$ cat src/rtl/hbd_pkg.sv
// ----------------------------------------------------------------------------
// hbd_pkg
// Shared types and constants for the handheld bus decoder with cartridge
// bank controller.
// ----------------------------------------------------------------------------
package hbd_pkg;

    // default geometry of the cartridge
    localparam int DEF_ROM_BANKS = 64;
    localparam int DEF_RAM_BANKS = 4;

    // field widths
    localparam int ADDR_W   = 16;
    localparam int DATA_W   = 8;
    localparam int LCD_W    = 2;
    localparam int REGION_W = 4;
    localparam int OFFS_W   = 20;
    localparam int MODE_W   = 2;

    // cartridge controller selection
    typedef enum logic [MODE_W-1:0] {
        CART_ROM_ONLY = 2'd0,
        CART_MBC1     = 2'd1,
        CART_MBC3     = 2'd2,
        CART_SPARE    = 2'd3
    } t_cart_mode;

    // target region of a request
    typedef enum logic [REGION_W-1:0] {
        RGN_ROM      = 4'd0,
        RGN_VRAM     = 4'd1,
        RGN_CART_RAM = 4'd2,
        RGN_WRAM     = 4'd3,
        RGN_OAM      = 4'd4,
        RGN_UNUSABLE = 4'd5,
        RGN_IO       = 4'd6,
        RGN_HRAM     = 4'd7,
        RGN_IE       = 4'd8,
        RGN_BANK_REG = 4'd9
    } t_region;

    // bank register slots in the rom window
    localparam logic [1:0] SLOT_RAM_EN   = 2'd0;
    localparam logic [1:0] SLOT_ROM_BANK = 2'd1;
    localparam logic [1:0] SLOT_RAM_BANK = 2'd2;
    localparam logic [1:0] SLOT_BANK_MOD = 2'd3;

    // address map boundaries
    localparam logic [ADDR_W-1:0] ADDR_ROMX     = 16'h4000;
    localparam logic [ADDR_W-1:0] ADDR_VRAM     = 16'h8000;
    localparam logic [ADDR_W-1:0] ADDR_CART_RAM = 16'hA000;
    localparam logic [ADDR_W-1:0] ADDR_WRAM     = 16'hC000;
    localparam logic [ADDR_W-1:0] ADDR_ECHO     = 16'hE000;
    localparam logic [ADDR_W-1:0] ADDR_OAM      = 16'hFE00;
    localparam logic [ADDR_W-1:0] ADDR_UNUSABLE = 16'hFEA0;
    localparam logic [ADDR_W-1:0] ADDR_IO       = 16'hFF00;
    localparam logic [ADDR_W-1:0] ADDR_HRAM     = 16'hFF80;
    localparam logic [ADDR_W-1:0] ADDR_IE       = 16'hFFFF;

    // command codes and constant bytes
    localparam logic              CMD_READ     = 1'b0;
    localparam logic              CMD_WRITE    = 1'b1;
    localparam logic [DATA_W-1:0] RAM_EN_KEY   = 8'h0A;
    localparam logic [DATA_W-1:0] CART_RAM_OFF = 8'hFF;
    localparam logic [DATA_W-1:0] UNUSABLE_VAL = 8'h00;
    localparam logic [LCD_W-1:0]  LCD_OAM_SCAN = 2'd2;

endpackage

$ cat src/rtl/handheld_bus_decoder_mbc_unit.sv
// ----------------------------------------------------------------------------
// handheld_bus_decoder_mbc_unit
// Decodes one cpu bus request per cycle unless the output stalls, into region,
// banked offset and take/constant flags; keeps the cartridge bank registers.
// ----------------------------------------------------------------------------
//
//  channel  handshake                  payload
//  -------  -------------------------  ----------------------------------------
//  in       i_in_valid / o_in_ready    i_command i_address i_write_data
//                                      i_lcd_mode
//  out      o_out_valid / i_out_ready  o_region o_physical_offset
//                                      o_access_taken o_constant_read
//                                      o_constant_value
//  cfg      i_cfg_we                   i_cfg_data (cart mode)
//
//  one request per cycle sustained while the output is not stalled; a request
//  passes through the input register, then is decoded into the result register
//  bank registers are loaded when the write leaves the input register,
//  so the next request already sees them
//  synchronous active-low reset clears valids, mode, ram regs; rom bank is one
//  a stalled output holds the input register, which then drops o_in_ready
//
module handheld_bus_decoder_mbc_unit
    import hbd_pkg::*;
#(
    parameter int ROM_BANKS = DEF_ROM_BANKS,
    parameter int RAM_BANKS = DEF_RAM_BANKS
) (
    input  logic                i_clk,
    input  logic                i_rst_n,
    // configuration
    input  logic                i_cfg_we,
    input  logic [MODE_W-1:0]   i_cfg_data,
    // request channel
    input  logic                i_in_valid,
    output logic                o_in_ready,
    input  logic                i_command,
    input  logic [ADDR_W-1:0]   i_address,
    input  logic [DATA_W-1:0]   i_write_data,
    input  logic [LCD_W-1:0]    i_lcd_mode,
    // result channel
    output logic                o_out_valid,
    input  logic                i_out_ready,
    output logic [REGION_W-1:0] o_region,
    output logic [OFFS_W-1:0]   o_physical_offset,
    output logic                o_access_taken,
    output logic                o_constant_read,
    output logic [DATA_W-1:0]   o_constant_value
);

    localparam int ROM_BW = (ROM_BANKS > 1) ? $clog2(ROM_BANKS) : 1;
    localparam int RAM_BW = (RAM_BANKS > 1) ? $clog2(RAM_BANKS) : 1;
    localparam int TBL_N  = 1 << DATA_W;

    // configuration and bank state
    t_cart_mode          r_cart_mode;
    logic [ROM_BW-1:0]   r_rom_bank;     // effective switchable bank
    logic [RAM_BW-1:0]   r_ram_bank;     // ram bank select, wrapped
    logic                r_ram_en;       // enable word equals the key
    logic                r_mode_zero;    // banking mode word is zero
    logic [ROM_BW-1:0]   n_rom_bank;
    logic [RAM_BW-1:0]   n_ram_bank;
    logic                n_ram_en;
    logic                n_mode_zero;

    // input register
    logic                r_in_valid;
    logic                r_in_cmd;
    logic [ADDR_W-1:0]   r_in_addr;
    logic [DATA_W-1:0]   r_in_data;
    logic [LCD_W-1:0]    r_in_lcd;

    // result register
    logic                r_out_valid;
    t_region             r_region;
    logic [OFFS_W-1:0]   r_offset;
    logic                r_taken;
    logic                r_cread;
    logic [DATA_W-1:0]   r_cval;
    t_region             n_region;
    logic [OFFS_W-1:0]   n_offset;
    logic                n_taken;
    logic                n_cread;
    logic [DATA_W-1:0]   n_cval;

    logic                w_advance;
    logic [ROM_BW-1:0]   w_rom_mod [TBL_N];
    logic [RAM_BW-1:0]   w_ram_mod [TBL_N];

    // modulo tables for the bank counts
    for (genvar g = 0; g < TBL_N; g++) begin : g_mod_tbl
        assign w_rom_mod[g] = ROM_BW'(g % ROM_BANKS);
        assign w_ram_mod[g] = RAM_BW'(g % RAM_BANKS);
    end

    // handshake
    assign w_advance  = r_in_valid && (!r_out_valid || i_out_ready);
    assign o_in_ready = !r_in_valid || w_advance;

    // input register
    always_ff @(posedge i_clk) begin
        if (!i_rst_n) begin
            r_in_valid <= 1'b0;
        end else if (o_in_ready) begin
            r_in_valid <= i_in_valid;
        end
        if (o_in_ready && i_in_valid) begin
            r_in_cmd  <= i_command;
            r_in_addr <= i_address;
            r_in_data <= i_write_data;
            r_in_lcd  <= i_lcd_mode;
        end
    end

    // decode and bank register update
    always_comb begin
        logic              is_mbc1;
        logic              is_mbc3;
        logic              is_wr;
        logic              take_reg;
        logic [1:0]        slot;
        logic [DATA_W-1:0] rom_idx;
        logic [ROM_BW-1:0] romx_bank;
        logic [RAM_BW-1:0] cram_bank;
        logic [21:0]       rom_full;
        logic [16:0]       ram_full;

        is_mbc1   = (r_cart_mode == CART_MBC1);
        is_mbc3   = (r_cart_mode == CART_MBC3);
        is_wr     = (r_in_cmd == CMD_WRITE);
        slot      = r_in_addr[14:13];
        take_reg  = is_mbc1 || (is_mbc3 && slot != SLOT_BANK_MOD);
        rom_idx   = (r_in_data == '0) ? DATA_W'(1) : r_in_data;
        romx_bank = (is_mbc1 || is_mbc3) ? r_rom_bank : w_rom_mod[1];
        cram_bank = (is_mbc1 && r_mode_zero) ? '0 : r_ram_bank;
        rom_full  = {8'(romx_bank), r_in_addr[13:0]};
        ram_full  = {4'(cram_bank), r_in_addr[12:0]};

        n_rom_bank  = r_rom_bank;
        n_ram_bank  = r_ram_bank;
        n_ram_en    = r_ram_en;
        n_mode_zero = r_mode_zero;

        n_region = RGN_ROM;
        n_offset = '0;
        n_taken  = 1'b1;
        n_cread  = 1'b0;
        n_cval   = '0;

        if (r_in_addr < ADDR_VRAM) begin
            if (is_wr) begin
                // bank register load
                n_region = RGN_BANK_REG;
                n_offset = OFFS_W'(slot);
                n_taken  = take_reg;
                if (take_reg && w_advance) begin
                    case (slot)
                        SLOT_RAM_EN:   n_ram_en    = (r_in_data == RAM_EN_KEY);
                        SLOT_ROM_BANK: n_rom_bank  = w_rom_mod[rom_idx];
                        SLOT_RAM_BANK: n_ram_bank  = w_ram_mod[r_in_data];
                        SLOT_BANK_MOD: n_mode_zero = (r_in_data == '0);
                        default:       n_mode_zero = r_mode_zero;
                    endcase
                end
            end else if (r_in_addr < ADDR_ROMX) begin
                n_offset = OFFS_W'(r_in_addr);
            end else begin
                n_offset = rom_full[OFFS_W-1:0];
            end
        end else if (r_in_addr < ADDR_CART_RAM) begin
            n_region = RGN_VRAM;
            n_offset = OFFS_W'(r_in_addr - ADDR_VRAM);
        end else if (r_in_addr < ADDR_WRAM) begin
            // cart ram, constant 0xff when disabled
            n_region = RGN_CART_RAM;
            if ((is_mbc1 || is_mbc3) && r_ram_en) begin
                n_offset = OFFS_W'(ram_full);
            end else begin
                n_offset = OFFS_W'(r_in_addr - ADDR_CART_RAM);
                n_taken  = 1'b0;
                n_cread  = !is_wr;
                n_cval   = is_wr ? '0 : CART_RAM_OFF;
            end
        end else if (r_in_addr < ADDR_ECHO) begin
            n_region = RGN_WRAM;
            n_offset = OFFS_W'(r_in_addr - ADDR_WRAM);
        end else if (r_in_addr < ADDR_OAM) begin
            n_region = RGN_WRAM;
            n_offset = OFFS_W'(r_in_addr - ADDR_ECHO);
        end else if (r_in_addr < ADDR_UNUSABLE) begin
            // oam writes blocked during scan and transfer
            n_region = RGN_OAM;
            n_offset = OFFS_W'(r_in_addr - ADDR_OAM);
            n_taken  = !is_wr || (r_in_lcd < LCD_OAM_SCAN);
        end else if (r_in_addr < ADDR_IO) begin
            n_region = RGN_UNUSABLE;
            n_offset = OFFS_W'(r_in_addr - ADDR_UNUSABLE);
            n_taken  = 1'b0;
            n_cread  = !is_wr;
            n_cval   = UNUSABLE_VAL;
        end else if (r_in_addr < ADDR_HRAM) begin
            n_region = RGN_IO;
            n_offset = OFFS_W'(r_in_addr - ADDR_IO);
        end else if (r_in_addr < ADDR_IE) begin
            n_region = RGN_HRAM;
            n_offset = OFFS_W'(r_in_addr - ADDR_HRAM);
        end else begin
            n_region = RGN_IE;
        end
    end

    // bank state and cart mode
    always_ff @(posedge i_clk) begin
        if (!i_rst_n) begin
            r_cart_mode <= CART_ROM_ONLY;
            r_rom_bank  <= w_rom_mod[1];
            r_ram_bank  <= '0;
            r_ram_en    <= 1'b0;
            r_mode_zero <= 1'b1;
        end else begin
            if (i_cfg_we) begin
                r_cart_mode <= t_cart_mode'(i_cfg_data);
            end
            r_rom_bank  <= n_rom_bank;
            r_ram_bank  <= n_ram_bank;
            r_ram_en    <= n_ram_en;
            r_mode_zero <= n_mode_zero;
        end
    end

    // result register
    always_ff @(posedge i_clk) begin
        if (!i_rst_n) begin
            r_out_valid <= 1'b0;
        end else if (w_advance) begin
            r_out_valid <= 1'b1;
        end else if (i_out_ready) begin
            r_out_valid <= 1'b0;
        end
        if (w_advance) begin
            r_region <= n_region;
            r_offset <= n_offset;
            r_taken  <= n_taken;
            r_cread  <= n_cread;
            r_cval   <= n_cval;
        end
    end

    assign o_out_valid       = r_out_valid;
    assign o_region          = r_region;
    assign o_physical_offset = r_offset;
    assign o_access_taken    = r_taken;
    assign o_constant_read   = r_cread;
    assign o_constant_value  = r_cval;

`ifndef NO_ASSERTIONS
    // a constant read never also touches storage
    a_cread_not_taken: assert property (@(posedge i_clk) disable iff (!i_rst_n)
        o_out_valid && o_constant_read |-> !o_access_taken)
        else $error("constant read with access taken");

    // constant byte is zero unless it is returned
    a_cval_zero: assert property (@(posedge i_clk) disable iff (!i_rst_n)
        o_out_valid && !o_constant_read |-> o_constant_value == '0)
        else $error("constant value set without constant read");

    // rom-only cartridges never load a bank register
    a_rom_only_no_load: assert property (@(posedge i_clk) disable iff (!i_rst_n)
        o_out_valid && r_cart_mode == CART_ROM_ONLY && o_region == RGN_BANK_REG
        |-> !o_access_taken)
        else $error("bank register loaded in rom-only mode");

    // a held request keeps its address while the output stalls
    a_in_hold: assert property (@(posedge i_clk) disable iff (!i_rst_n)
        r_in_valid && !w_advance |=> r_in_valid && $stable(r_in_addr))
        else $error("input register lost a stalled request");

    // bank registers only change when a request moves on
    a_bank_stable: assert property (@(posedge i_clk) disable iff (!i_rst_n)
        !w_advance |=> $stable(r_rom_bank) && $stable(r_ram_bank))
        else $error("bank register changed without a request");
`endif

endmodule

$ cat config.mk
export PLATFORM = sky130hd
export DESIGN_NAME = handheld_bus_decoder_mbc_unit
export DESIGN_NICKNAME = d
export VERILOG_FILES = /design/src/rtl/hbd_pkg.sv /design/src/rtl/handheld_bus_decoder_mbc_unit.sv
export SDC_FILE = /design/constraint.sdc
export NUM_CORES = 1
export LEC_CHECK = 0
export ABC_AREA = 0
export CORE_MARGIN = 4
export CORE_UTILIZATION = 55
export CTS_CLUSTER_DIAMETER = 30
export CTS_CLUSTER_SIZE = 25
export DETAILED_ROUTE_END_ITERATION = 8
export DONT_BUFFER_PORTS = 1
export PLACE_DENSITY = 0.79
export SLEW_MARGIN = 20
export SYNTH_ARGS = -nofsm -noshare
export SYNTH_HDL_FRONTEND = slang
export SYNTH_SLANG_ARGS = --single-unit
$ cat constraint.sdc
create_clock -name i_clk -period 5.4 [get_ports i_clk]
set_clock_uncertainty 0.1 [all_clocks]
set_input_delay 0.27 -clock i_clk [delete_from_list [all_inputs] [get_ports i_clk]]
set_output_delay 0.27 -clock i_clk [all_outputs]
set_load 0.005 [all_outputs]
==> flow_summary.rst <==
.. list-table::
   :header-rows: 1

   * - Metric
     - Value
   * - Outcome
     - finished clean
   * - TritonCTS clock tree
     - built
   * - Clock buffer count from CTS
     - 9
   * - Routed wire length
     - 8.238 mm
   * - CP max FO
     - 18
   * - CTS H-tree lvls
     - 3
   * - Worst Setup End Kind
     - register
   * - Syn-to-layout area delta
     - 12.99%
   * - Most common flop cell mapped by yosys
     - edfxtp_1
   * - Count of nets left with antenna violations after detail routing
     - 0
   * - Starting Density
     - 0.5687
   * - Share of synthesized flip-flops with an asynchronous set or reset
     - 0
   * - Cell taking the most area after synthesis
     - edfxtp_1
   * - Peak ir drop on the vdd network
     - 214.4 uV
   * - Length in cells of the worst reg-to-reg path
     - 6
   * - Die boundary width
     - 89.03 um
   * - Clock latency of the later-clocked register in the worst-skew pair
     - 0.34 ns
   * - Startpoint class of the critical path
     - register
   * - Filler cell count in the final layout
     - 482
   * - Flop and latch count out of synthesis
     - 67
   * - Worst Hold Endpoint
     - r_cart_mode[0]$_SDFFE_PN0P_
   * - Global placer's final weighted congestion
     - 0.9547
   * - Slowest cell on the critical path
     - edfxtp_1
   * - Clock-pin slew reported for the worst setup and hold paths after clock tree synthesis
     - 0.07 ns
   * - Worst hold start
     - i_cfg_data[0]
   * - NetSw
     - 276.4 uW
   * - Area of the core region
     - 0.006350 sq mm
   * - Required time worst endpoint
     - 5.36 ns
   * - Met3 Track Usage GR
     - 0.06636
   * - DR DRC count
     - 0
   * - Post-Route Setup TNS
     - 0 ns
   * - Flop2flop setup slack
     - 2.00 ns
   * - Count of final setup violators
     - 0
   * - Cts repair resizes
     - 0
   * - Hold path cells
     - 2
   * - Internal power
     - 825.4 uW
   * - Count leader, synth
     - edfxtp_1
   * - Critical Path AT
     - 3.37 ns
   * - Number of max-slew violations in the final report
     - 0
   * - Global-route track usage on met2
     - 0.3252
   * - Synthesized Nets
     - 398
   * - Clock network power share
     - 0.348
   * - Overall routing resource usage
     - 0.2201
   * - Starting DRC count in detailed routing
     - 242
   * - Count of vias placed by the detailed router
     - 2,754
   * - Top cell type's share of synthesized area
     - 0.4407
   * - Share of layout cells above drive strength 1
     - 0.06522
   * - HPWL after detailed placement
     - 5.555 mm
   * - First-pass GRT wire length
     - 13.05 mm
   * - Tightest Hold Check Type
     - in2reg
   * - Average size of a mapped cell
     - 10.50 sq um
   * - Period utilization
     - 0.6305
   * - Layout Nets
     - 417
   * - Number of distinct library cell variants in the gate-level netlist after synthesis
     - 59
   * - Post-CTS setup repair buffer count
     - 0
   * - RR Endpoint
     - o_physical_offset[14]$_DFFE_PP_
   * - Share of total power consumed by net switching
     - 0.2509
   * - Part of the total power dissipated in sequential elements
     - 0.555
   * - Hold_ws
     - 0.01130 ns
   * - Synthesized area
     - 0.003611 sq mm
   * - Pwr/cell area
     - 270.0 mW/mm^2
   * - Largest stage delay, worst path
     - 0.79 ns
   * - Boundary Pins
     - 70
   * - Synth top cells by count
     - edfxtp_1 (53), nand2_1 (41), o21ai_0 (21), ha_1 (20), nand3_1 (19)
   * - Number of global-route vias before repair
     - 2,614
   * - Rows
     - 29
   * - Final hold violation count
     - 0
   * - Root buf cell
     - clkbuf_8
   * - Slew HR
     - 0.4556
   * - Floorplan die height
     - 89.03 um
   * - Startpoint of the most critical register-to-register path
     - r_in_addr[15]$_DFFE_PP_
   * - Number of buffers between clock root and the deepest sink
     - 2
   * - Drt pass-1 iters
     - 4
   * - Largest net degree at the start of global routing
     - 28
   * - Ys Warns
     - 0
   * - Pwr Total
     - 1102 uW
   * - Average detailed-routed wire length per instance
     - 18.51 um
   * - Busiest grt layer
     - met2
   * - Aggregate global routing overflow
     - 0
   * - Die outline area
     - 0.007925 sq mm
   * - Met1 demand-to-capacity share in global routing
     - 0.3094
   * - Vias per cell
     - 6.189
   * - Leak pwr
     - 0.001448 uW
   * - Worst Path Class, Setup
     - reg2reg
   * - Worst-path cell chain
     - ha_1 -> nand3_1 -> nor4_4 -> o31ai_1 -> a311oi_1 -> o22ai_1
   * - Number of enable flip-flop cells after synthesis
     - 53
   * - Number of inserted diodes
     - 0
   * - Number of input and output port buffers inserted
     - 0
   * - Sink Count
     - 67
   * - Number of instances in the synthesized netlist
     - 344
   * - Cells taking the most area after synthesis
     - edfxtp_1 (44%), dfxtp_1 (7.8%), ha_1 (6.9%)
   * - Minimum clock period after layout
     - 3.405 ns
   * - Number of buffers inserted for hold repair after clock tree synthesis
     - 30
   * - Slew at the pin closest to its max-slew limit
     - 0.8092 ns
   * - Sequential element share of the synthesized area
     - 0.5184
   * - Number of max-cap violations
     - 0
   * - Top achievable clock speed
     - 293.7 MHz
   * - Initial antenna violation count
     - 0
   * - Comb pwr share
     - 0.097
   * - Setup repair after global routing missed its margin
     - false
cell type report:
cell class,count,area (sq um),share of cell area
multi-input cells,241,1569,0.3845
clock buffers,10,148.9,0.03649
flip-flops and latches,67,1872,0.4588
inverters,13,48.80,0.01196
well taps,77,96.34,0.02361
clock inverters,6,37.54,0.009200
repair buffers,31,307.8,0.07544
per-layer routing:
layer	vias up	share of wire
met2	138	0.45
met1	1274	0.44
li1	1328	-
met5	-	0
met4	0	0.020
met3	14	0.086
power groups by stage:
stage               registers [uW]  clock network [uW]  logic, uW
finish                         612                 383        107
global route                   616                 414        119
CTS                            612                 390        104
detailed placement             623                   0       85.7
global placement               623                   0       84.1
floorplan                      610                   0       76.7
flip-flops by register name, summed over array words and instances, names as in the netlist:
signal and flops:
r_ram_en 1, o_out_valid 1, r_in_data 8, r_in_addr 16, o_constant_value 1, r_mode_zero 1, o_constant_read 1, o_physical_offset 20
r_in_lcd 1, r_in_valid 1, r_rom_bank 6, o_region 4, o_access_taken 1, r_ram_bank 2, r_in_cmd 1, r_cart_mode 2
cell usage in the layout, fill, tap and decap left out, types with 8 or more instances in the layout:
cell / instances
edfxtp_1: 53
nand2_1: 41
dlygate4sd3_1: 30
o21ai_0: 21
ha_1: 20
nand3_1: 19
a21oi_1: 18
dfxtp_1: 14
nor2_1: 13
inv_1: 12
nor3_1: 9
nor2b_1: 9
clkbuf_8: 9
a21boi_0: 8
critical path, delay by kind of cell, from the launching register on:
family                     cells  cell delay [ns]
AOI/OAI and AO/OA              3             0.74
adders and majority gates      1             0.59
DFF                            1             0.79
and+or+nand+nor                2             0.90
logic make-up after synthesis:
family                     Yosys count  synth area share
and+or+nand+nor                    123            0.1750
xor gates and xnor gates             2          0.004852
DFF                                 67            0.5184
buffers and inverters               36           0.04782
adders and majority gates           20           0.06930
AOI/OAI and AO/OA                   92            0.1729
muxes                                4           0.01178
how the worst max path moves through the flow:
stage                                      endpoint  depth (start not counted)               startpoint
finish              o_physical_offset[14]$_DFFE_PP_                          6  r_in_addr[15]$_DFFE_PP_
global route        o_physical_offset[14]$_DFFE_PP_                          6  r_in_addr[15]$_DFFE_PP_
CTS                 o_physical_offset[14]$_DFFE_PP_                          6  r_in_addr[15]$_DFFE_PP_
detailed placement  o_physical_offset[14]$_DFFE_PP_                          6  r_in_addr[15]$_DFFE_PP_
global placement    o_physical_offset[14]$_DFFE_PP_                          6  r_in_addr[15]$_DFFE_PP_
floorplan            o_physical_offset[2]$_DFFE_PP_                         10  r_in_addr[14]$_DFFE_PP_
through the flow:
stage,utilization,worst slack [ns],area (sq um),instances
6_report,0.6426,1.995,4080,445
5_1_grt,0.6426,1.817,4080,445
4_1_cts,0.6422,2.095,4078,445
3_5_place_dp,0.5655,2.118,3591,399
3_3_place_gp,0.5655,2.060,3591,399
2_1_floorplan,-,2.872,3611,344
No activity file was read; power rests on OpenSTA's default activity.
